**config.mk**
```make
export PLATFORM = sky130hd
export DESIGN_NAME = lru_page_replacement
export DESIGN_NICKNAME = d
export VERILOG_FILES = /design/src/hdl/lrupr_pkg.sv /design/src/hdl/lrupr_cell.sv /design/src/hdl/lru_page_replacement.sv
export SDC_FILE = /design/constraint.sdc
export NUM_CORES = 1
export LEC_CHECK = 0
export ABC_AREA = 1
export BUFFER_PORTS_ARGS = -buffer_cell sky130_fd_sc_hd__buf_4
export CAP_MARGIN = 20
export CORE_MARGIN = 2
export CORE_UTILIZATION = 60
export CTS_BUF_LIST = sky130_fd_sc_hd__clkbuf_8
export DETAILED_ROUTE_END_ITERATION = 16
export GPL_ROUTABILITY_DRIVEN = 0
export HOLD_SLACK_MARGIN = 0.12
export PLACE_DENSITY = 0.79
export SLEW_MARGIN = 20
export SYNTH_ARGS = -nofsm -noshare
export SYNTH_HDL_FRONTEND = slang
export SYNTH_SLANG_ARGS = --single-unit
export TNS_END_PERCENT = 50
```
**constraint.sdc**
```tcl
create_clock -name clk -period 9.1 [get_ports clk]
set_input_delay 0.455 -clock clk [delete_from_list [all_inputs] [get_ports clk]]
set_output_delay 0.455 -clock clk [all_outputs]
set_load 0.02 [all_outputs]
```
**src/hdl/lrupr_pkg.sv**
```systemverilog
`timescale 1ns / 1ps

package lrupr_pkg;

  localparam int REF_W   = 16;
  localparam int OCC_W   = 4;
  localparam int FAULT_W = 16;
  localparam int LIMIT_W = 4;

  localparam logic [LIMIT_W-1:0]  LIMIT_RESET = LIMIT_W'(8);
  localparam logic [FAULT_W-1:0]  FAULT_MAX   = {FAULT_W{1'b1}};

  typedef struct packed {
    logic [REF_W-1:0] page_ref;
    logic             end_of_string;
  } req_t;

  typedef struct packed {
    logic               hit;
    logic               evicted_valid;
    logic [REF_W-1:0]   evicted_page;
    logic [OCC_W-1:0]   occupied;
    logic [FAULT_W-1:0] fault_total;
    logic               last;
  } rsp_t;

endpackage

```
**src/hdl/lrupr_cell.sv**
```systemverilog
`timescale 1ns / 1ps

// One slot of the recency chain. Slot 0 is the most recent page.
// A slot loads its upstream neighbor's page when no slot upstream matched
// and it lies inside the region that moves down by one.
module lrupr_cell #(
  parameter int IDX     = 0,
  parameter int PAGE_W  = 16,
  parameter int COUNT_W = 4
) (
  input  logic               clk,
  input  logic               take,
  input  logic [PAGE_W-1:0]  ref_page,
  input  logic [PAGE_W-1:0]  prev_page,
  input  logic               match_in,
  input  logic [COUNT_W-1:0] count,
  input  logic               full,
  output logic [PAGE_W-1:0]  page,
  output logic               match_out
);

  logic valid;
  logic match_here;
  logic shift;

  assign valid      = COUNT_W'(IDX) < count;
  assign match_here = valid && (page == ref_page);
  assign match_out  = match_in || match_here;
  // open slot takes part only on a miss with room left
  assign shift = !match_in && (valid || (!full && (COUNT_W'(IDX) == count)));

  always_ff @(posedge clk) begin
    if (take && shift) begin
      page <= prev_page;
    end
  end

endmodule

```
**src/hdl/lru_page_replacement.sv**
```systemverilog
`timescale 1ns / 1ps

// LRU page replacement unit.
// Input: a reference word (page_ref, end_of_string) is taken on a clock edge
// with start high and busy low. busy stays low, so a new reference may be
// issued every cycle.
// Output: exactly one result word per reference, shown on result for one
// cycle with done high, in the cycle after the reference was taken. The result
// register loads only on an accepted reference; there is no back-pressure, so
// the receiver must capture the word while done is high.
// Throughput is one reference per cycle: the resident pages sit in a row of
// FRAMES slots, most recent first, that compare against the reference in
// parallel and move down by one together. A match-seen flag ripples
// through the row, so the row length sets the critical path.
// Config: cfg_we writes frames_in_use (0 acts as 1, above FRAMES acts as
// FRAMES); write only while no reference is in flight.
// Reset (synchronous, rst high) empties the list, clears the fault count and
// sets frames_in_use to 8. A result with last set empties the list and
// clears the fault count after it is produced.
module lru_page_replacement #(
  parameter int FRAMES    = 8,
  parameter int PAGE_BITS = 16
) (
  input  logic                              clk,
  input  logic                              rst,
  input  logic                              start,
  output logic                              busy,
  input  lrupr_pkg::req_t                   request,
  output logic                              done,
  output lrupr_pkg::rsp_t                   result,
  input  logic                              cfg_we,
  input  logic [lrupr_pkg::LIMIT_W-1:0]     cfg_data
);

  localparam int COUNT_W = $clog2(FRAMES + 1);
  localparam int IDX_W   = (FRAMES > 1) ? $clog2(FRAMES) : 1;
  localparam int LIM_W   = (COUNT_W > lrupr_pkg::LIMIT_W) ? COUNT_W : lrupr_pkg::LIMIT_W;

  logic [lrupr_pkg::LIMIT_W-1:0]  frames_in_use;
  logic [COUNT_W-1:0]             count;
  logic [COUNT_W-1:0]             count_next;
  logic [lrupr_pkg::FAULT_W-1:0]  faults;
  logic [lrupr_pkg::FAULT_W-1:0]  faults_next;

  logic [PAGE_BITS-1:0] ref_page;
  logic [PAGE_BITS-1:0] pages [FRAMES];
  logic [PAGE_BITS-1:0] chain_page [FRAMES];
  logic                 chain_match [FRAMES+1];

  logic [LIM_W-1:0] lim_raw;
  logic [LIM_W-1:0] lim;
  logic             full;
  logic             take;
  logic             hit;
  logic             evict;
  logic [IDX_W-1:0] evict_idx;
  logic [PAGE_BITS-1:0] evict_page;

  assign busy     = 1'b0;
  assign take     = start && !busy;
  assign ref_page = PAGE_BITS'(request.page_ref);

  always_comb begin
    lim_raw = LIM_W'(frames_in_use);
    if (lim_raw == '0) begin
      lim = LIM_W'(1);
    end else if (lim_raw > LIM_W'(FRAMES)) begin
      lim = LIM_W'(FRAMES);
    end else begin
      lim = lim_raw;
    end
  end

  assign full = LIM_W'(count) >= lim;

  assign chain_page[0]  = ref_page;
  assign chain_match[0] = 1'b0;

  for (genvar i = 0; i < FRAMES; i++) begin : g_cell
    lrupr_cell #(
      .IDX     (i),
      .PAGE_W  (PAGE_BITS),
      .COUNT_W (COUNT_W)
    ) u_cell (
      .clk       (clk),
      .take      (take),
      .ref_page  (ref_page),
      .prev_page (chain_page[i]),
      .match_in  (chain_match[i]),
      .count     (count),
      .full      (full),
      .page      (pages[i]),
      .match_out (chain_match[i+1])
    );
    if (i < FRAMES - 1) begin : g_link
      assign chain_page[i+1] = pages[i];
    end
  end

  assign hit        = chain_match[FRAMES];
  assign evict      = !hit && full;
  // oldest resident page sits in the last valid slot
  assign evict_idx  = IDX_W'(count - COUNT_W'(1));
  assign evict_page = pages[evict_idx];

  always_comb begin
    count_next = count;
    if (!hit && !full) begin
      count_next = count + COUNT_W'(1);
    end
    faults_next = faults;
    if (!hit && (faults != lrupr_pkg::FAULT_MAX)) begin
      faults_next = faults + lrupr_pkg::FAULT_W'(1);
    end
  end

  always_ff @(posedge clk) begin
    if (rst) begin
      frames_in_use <= lrupr_pkg::LIMIT_RESET;
      count         <= '0;
      faults        <= '0;
      done          <= 1'b0;
    end else begin
      done <= take;
      if (cfg_we) begin
        frames_in_use <= cfg_data;
      end
      if (take) begin
        if (request.end_of_string) begin
          count  <= '0;
          faults <= '0;
        end else begin
          count  <= count_next;
          faults <= faults_next;
        end
      end
    end
  end

  always_ff @(posedge clk) begin
    if (take) begin
      result.hit           <= hit;
      result.evicted_valid <= evict;
      result.evicted_page  <= evict ? lrupr_pkg::REF_W'(evict_page) : '0;
      result.occupied      <= lrupr_pkg::OCC_W'(count_next);
      result.fault_total   <= faults_next;
      result.last          <= request.end_of_string;
    end
  end

endmodule

```
==> results of run 1 <==
## layer usage
metal | share of wire, % | vias up | wire [um] | GRT usage (%)
li1 | - | 3777 | - | -
met1 | 41 | 3782 | 10690 | 43.11
met2 | 44 | 559 | 11370 | 42.94
met3 | 13 | 48 | 3323 | 6.463
met4 | 2.5 | 0 | 638 | 9.649
met5 | 0 | - | 0 | 0
## state kept, by name (all words and copies together) (netlist names)
| register | cells |
|---|---|
| g_cell.u_cell.page | 128 |
| result | 39 |
| faults | 16 |
| count | 4 |
| frames_in_use | 4 |
| done | 1 |
## final timing paths
check | cells past startpoint | end | slack [ns]
hold reg to reg | 0 | g_cell[4].u_cell.page[7] | 0.46
setup / recovery | 10 | g_cell[6].u_cell.page[4] | 5.67
hold / removal | 1 | result[0] | 0.16
setup reg to reg | 10 | g_cell[6].u_cell.page[4] | 5.67
## stage by stage
| stage | worst slack (ns) | total power, mW | instance area, um^2 |
|---|---|---|---|
| after floorplan | 3.947 | 1.213 | 10200 |
| after global placement | 5.373 | 1.299 | 10760 |
| after detailed placement | 5.096 | 1.308 | 10760 |
| after CTS | 5.101 | 1.812 | 11110 |
| after global routing | 5.420 | 1.878 | 11120 |
| final | 5.670 | 1.816 | 11120 |
## worst max-delay path, stage by stage, from the launching register on
cell	delay [ns]
dfxtp_2	0.32
buf_4	0.70
inv_1	0.15
buf_4	0.30
ha_1	0.33
nand4_1	0.08
nand3_1	0.19
inv_1	0.19
nand2_1	0.15
a2111oi_2	0.37
buf_4	0.31
## power by group
group | internal [mW] | switching [mW] | total (mW)
registers | 0.994 | 0.0258 | 1.02
clock network | 0.214 | 0.306 | 0.520
logic | 0.0948 | 0.182 | 0.276
total | 1.30 | 0.514 | 1.82
## logic make-up (layout without fill, tap and decap cells)
| kind of cell | Yosys count | count (layout) | synth area share (%) |
|---|---|---|---|
| xor gates and xnor gates | 68 | 68 | 5.838 |
| other | 1 | 1 | 0.03676 |
| and+or+nand+nor | 463 | 463 | 20.43 |
| DFF | 192 | 192 | 54.06 |
| AOI/OAI and AO/OA | 195 | 195 | 10.65 |
| buffers and inverters | 179 | 236 | 7.886 |
| adders and majority gates | 9 | 9 | 1.104 |
## cells in the final DEF, fill, tap and decap left out, types with 2 or more instances in the layout
master	instances
o21bai_1	11
inv_2	17
nand2_1	252
xnor2_1	47
nand2_4	2
xor2_1	20
o21ai_0	54
ha_1	8
a211o_1	3
and2_1	9
edfxtp_1	167
clkbuf_8	17
clkinv_4	4
o22ai_1	6
o21ai_1	5
nand3_1	60
nand4_1	17
clkinv_2	4
nor2_2	7
nand3_4	2
nor2_1	79
o211ai_1	5
a221o_1	5
nand3_2	7
nor2_8	2
buf_4	76
nor3_1	9
nand2_2	13
clkinv_1	3
dfxtp_1	24
inv_6	3
inv_1	109
a21oi_2	5
a21oi_1	98
## cell type report
class,count,area [um^2],share of cell area [%]
clock buffers,17,234.0,2.103
clock inverters,14,117.6,1.057
inverters,128,485.5,4.364
multi-input cells,736,3910,35.15
flip-flops and latches,192,5517,49.59
well taps,220,275.3,2.474
repair buffers,77,585.6,5.264
==> impl_metrics.py, run 1 <==
metrics = {
    "run_status": {
        "status": "finished clean",
    },
    "critical_path": {
        "cp_data_arrival_time_ns": 3.60,
        "cp-start-kind": "flip-flop",
        "r2r_start": "count[0]",
        "cp-startpoint": "count[0]",
        "endpoint_kind": "flip-flop",
        "crit_type": "flip-flop to flip-flop",
        "worstPathMaxFanout": 104,
        "cp_data_required_time_ns": 9.27,
    },
    "logic_synthesis": {
        "yosysSeqAreaShare_pct": 54.06,
        "post-synth-top-count-cell": "nand2_1",
        "async_reset_ff_share_pct": 0,
        "synthFlopType": "edfxtp_1",
        "yosysTopAreaCell": "edfxtp_1",
        "avgSynthCellArea_um2": 9.216,
        "synth_top_area_share_pct": 49.15,
        "ys_top_cells_by_area": "edfxtp_1, nand2_1, dfxtp_1, a21oi_1, xnor2_1",
        "synth_edf_count": 167,
        "ys_types": 46,
        "syn_nets": 1141,
        "ys_ff_latch": 192,
        "synthCells": 1107,
        "synthTopCellsByCount": "nand2_1, edfxtp_1, inv_1, a21oi_1, nor2_1",
        "synth_warnings": 0,
        "syn_area_um2": 10200,
    },
    "floorplan": {
        "die_height_um": 134.4,
        "die_w_um": 134.4,
        "rows": 47,
        "design.core.area_um2": 16580,
        "start_util_pct": 61.52,
        "die-area_um2": 18060,
        "pin_count": 66,
    },
    "timing": {
        "clock_skew_ns": 0.01399,
        "worst_pin_slew_ns": 0.9570,
        "whs_ns": 0.1585,
        "fin_crit_sh_pct": 37.70,
        "min_period_ns": 3.430,
        "hold_violations": 0,
        "slew_headroom_pct": 36.20,
        "slew_violations": 0,
        "rsz0062_at_grt": "false",
        "final.setup.tns_ns": 0,
        "setup_viol": 0,
        "fmax_mhz": 291.5,
    },
    "cts": {
        "h-tree-depth": 4,
        "hold_buffers": 0,
        "post_cts_buffers": 0,
        "clk_path_buf_depth": 2,
        "clk_latency_ns": 0.48,
        "cts_tree": "done",
        "cts_root_buffer": "clkbuf_8",
        "path_clk_slew_ns": 0.09,
        "cts_resized": 0,
        "numCtsBuffers": 17,
        "clock_sinks": 192,
    },
    "worst_hold_path": {
        "worstHoldStart": "request[0]",
        "worstHoldPathType": "input port to flip-flop",
    },
    "power": {
        "irDropWorstVdd_v": 0.00009853,
        "power_density_nw_per_um2": 163.3,
        "p_leak_nw": 4.468,
    },
    "layout": {
        "drive_above_1_share_pct": 14.52,
        "antenna_cells": 0,
        "instances_no_fill": 1384,
        "final_nets": 1186,
        "fill_cells": 1315,
        "syn2layout_area_growth_pct": 9.038,
        "final_util_pct": 67.08,
    },
    "drt": {
        "vias": 8166,
        "drtIter0Drc": 1287,
        "routedWlPerCell_um": 18.80,
        "drc": 0,
        "ant_nets": 0,
        "viasPerCell": 5.900,
        "first_pass_iters": 6,
        "wl_um": 26020,
    },
    "global_routing": {
        "track_usage_pct": 29.14,
        "grt_pass1_vias": 7314,
        "grt_remaining_overflow": 0,
        "grt_max_degree": 105,
        "grt_pass1_wl_um": 39590,
        "antenna_found_initial": 0,
    },
    "job": {
        "cap_violations": 0,
    },
    "place": {
        "dp_cells": 1352,
        "portBuffers": 64,
        "dp_hpwl_um": 19070,
    },
}
No activity file was read; power rests on OpenSTA's default activity.
==> inputs of run 2 (changes only) <==
==> constraint.sdc (replaced) <==
create_clock -name clk -period 3.4 [get_ports clk]
set_input_delay 0.17 -clock clk [delete_from_list [all_inputs] [get_ports clk]]
set_output_delay 0.17 -clock clk [all_outputs]
set_load 0.02 [all_outputs]
==> run 2 against run 1 <==
Effect of this change: register-to-register slack got worse by 5.1 ns; via count decreased by 0.36%; worst setup slack lost 5.1 ns; sequential cell count unchanged; largest power group unchanged; combinational power grew to 2.9 times the previous value; wire length down 1.3%; die area stayed put; clock power grew to 2.8 times the previous value; critical endpoint is now g_cell[6].u_cell.page[2]; final cell count grew 2.4%; highest routed layer unchanged; fmax grew 22%.
==> impl_metrics.py, run 2 (same netlist as run 1, synthesis figures left out) <==
metrics = {
    "critical_path": {
        "reg2reg_slack_ns": 0.59,
        "slowest_stage": "a2111oi_4",
        "cp-startpoint": "frames_in_use[0]",
        "crit_type": "flip-flop to flip-flop",
        "cp_data_required_time_ns": 3.57,
        "cp-start-kind": "flip-flop",
        "r2r-end": "g_cell[6].u_cell.page[2]",
        "reg2reg_depth": 11,
        "cpMostUsedCell": "inv_1",
        "r2r_start": "frames_in_use[0]",
        "crit_path_max_incr_delay_ns": 0.36,
        "endpoint_kind": "flip-flop",
        "worstPathMaxFanout": 16,
        "cp_cell_sequence": "nor3_1, o21ai_0, ha_1, inv_1, nor2_1, o211ai_1, nand3_1, inv_1, nand2_1, a2111oi_4, buf_4",
        "cp_data_arrival_time_ns": 2.99,
    },
    "layout": {
        "largest_reg_flops": 128,
        "drive_above_1_share_pct": 14.12,
        "instances_no_fill": 1417,
        "final_util_pct": 69.22,
        "mostFrequentLayoutCells": "nand2_1, edfxtp_1, inv_1",
        "fill_cells": 1301,
        "largest-register": "g_cell.u_cell.page",
        "reg.largest.list": "g_cell.u_cell.page x128, result x39, faults x16",
        "syn2layout_area_growth_pct": 12.52,
        "final_common_cell": "nand2_1",
        "final_nets": 1218,
        "antenna_cells": 0,
    },
    "timing": {
        "min_period_ns": 2.815,
        "fin_crit_sh_pct": 82.79,
        "fmax_mhz": 355.3,
        "rsz0062_at_grt": "false",
        "slew_headroom_pct": 34.08,
        "clock_skew_ns": 0.01694,
        "slew_violations": 0,
        "worst_pin_slew_ns": 0.9889,
        "final.setup.tns_ns": 0,
        "hold_violations": 0,
        "setup_viol": 0,
    },
    "worst_hold_path": {
        "worstHoldPathCells": 1,
        "worstHoldStart": "start",
        "min_to": "result[22]",
        "worstHoldPathType": "input port to flip-flop",
    },
    "global_routing": {
        "grt_max_degree": 103,
        "grt_remaining_overflow": 0,
        "antenna_found_initial": 0,
        "grt_pass1_vias": 7629,
        "grt_pass1_wl_um": 39970,
        "track_usage_pct": 29.21,
    },
    "job": {
        "cap_violations": 0,
    },
    "floorplan": {
        "rows": 47,
        "die-area_um2": 18060,
        "die_w_um": 134.4,
        "design.core.area_um2": 16580,
        "die_height_um": 134.4,
        "start_util_pct": 61.52,
        "pin_count": 66,
    },
    "drt": {
        "vias": 8137,
        "wl_um": 25670,
        "first_pass_iters": 5,
        "viasPerCell": 5.742,
        "drc": 0,
        "drtIter0Drc": 1075,
        "routedWlPerCell_um": 18.12,
        "ant_nets": 0,
    },
    "power": {
        "p_leak_nw": 4.619,
        "p_total_mw": 4.986,
        "irDropWorstVdd_v": 0.0003967,
        "power_density_nw_per_um2": 434.3,
    },
    "cts": {
        "cts_root_buffer": "clkbuf_8",
        "cts_tree": "done",
        "path_clk_slew_ns": 0.10,
        "clk_latency_ns": 0.49,
        "clk_path_buf_depth": 2,
        "clock_sinks": 192,
        "h-tree-depth": 4,
        "numCtsBuffers": 17,
    },
    "place": {
        "dp_hpwl_um": 18020,
        "dp_cells": 1355,
        "portBuffers": 64,
    },
    "run_status": {
        "status": "finished clean",
    },
}
run 2: layout make-up:
class	count	area, um^2	area share [%]
clock buffers	17	234.0	2.038
multi-input cells	736	3920	34.15
flip-flops and latches	192	5517	48.05
inverters	128	485.5	4.229
repair buffers	109	905.9	7.891
clock inverters	15	142.6	1.243
well taps	220	275.3	2.398
run 2: routing by layer:
metal	GRT usage, %	share of wire, %
met1	41.24	42
met2	45.10	46
met3	5.291	9.6
met4	11.81	3.2
met5	0	0
run 2: power breakdown:
part           internal, mW  total, mW  switching, mW
clock                 0.648       1.48          0.830
sequential             2.66       2.71         0.0532
combinational         0.281      0.797          0.516
run 2: repair_timing:
item	CTS	global route
hold buffers	30	0
gates resized for setup	0	0
endpoints found under the setup margin	0	0
setup buffers	0	0
endpoints found under the hold margin	42	0
run 2: worst max-delay path by stage:
stage | end
detailed placement | g_cell[6].u_cell.page[6]
finish | g_cell[6].u_cell.page[2]
floorplan | g_cell[7].u_cell.page[0]
global route | g_cell[6].u_cell.page[2]
CTS | g_cell[6].u_cell.page[14]
global placement | g_cell[6].u_cell.page[9]
run 2: metrics by stage:
step / area [um^2] / hold WS, ns / setup slack (ns)
4_1_cts: 11480 / 0.2027 / 0.6411
2_1_floorplan: 10230 / 0.2689 / 0.1038
5_1_grt: 11480 / 0.2123 / 0.3609
6_report: 11480 / 0.1824 / 0.5852
3_3_place_gp: 10800 / 0.3581 / 0.7231
3_5_place_dp: 10800 / 0.3604 / 0.6800
run 2: critical path: cells and delay by family (launching register included):
| family | cells | cell delay, ns |
|---|---|---|
| flip-flops | 1 | 0.34 |
| AND/OR/NAND/NOR | 4 | 0.66 |
| AO/OA/AOI/OAI | 3 | 0.62 |
| adder cells (fa/ha/maj) | 1 | 0.29 |
| buffers and inverters | 3 | 0.57 |
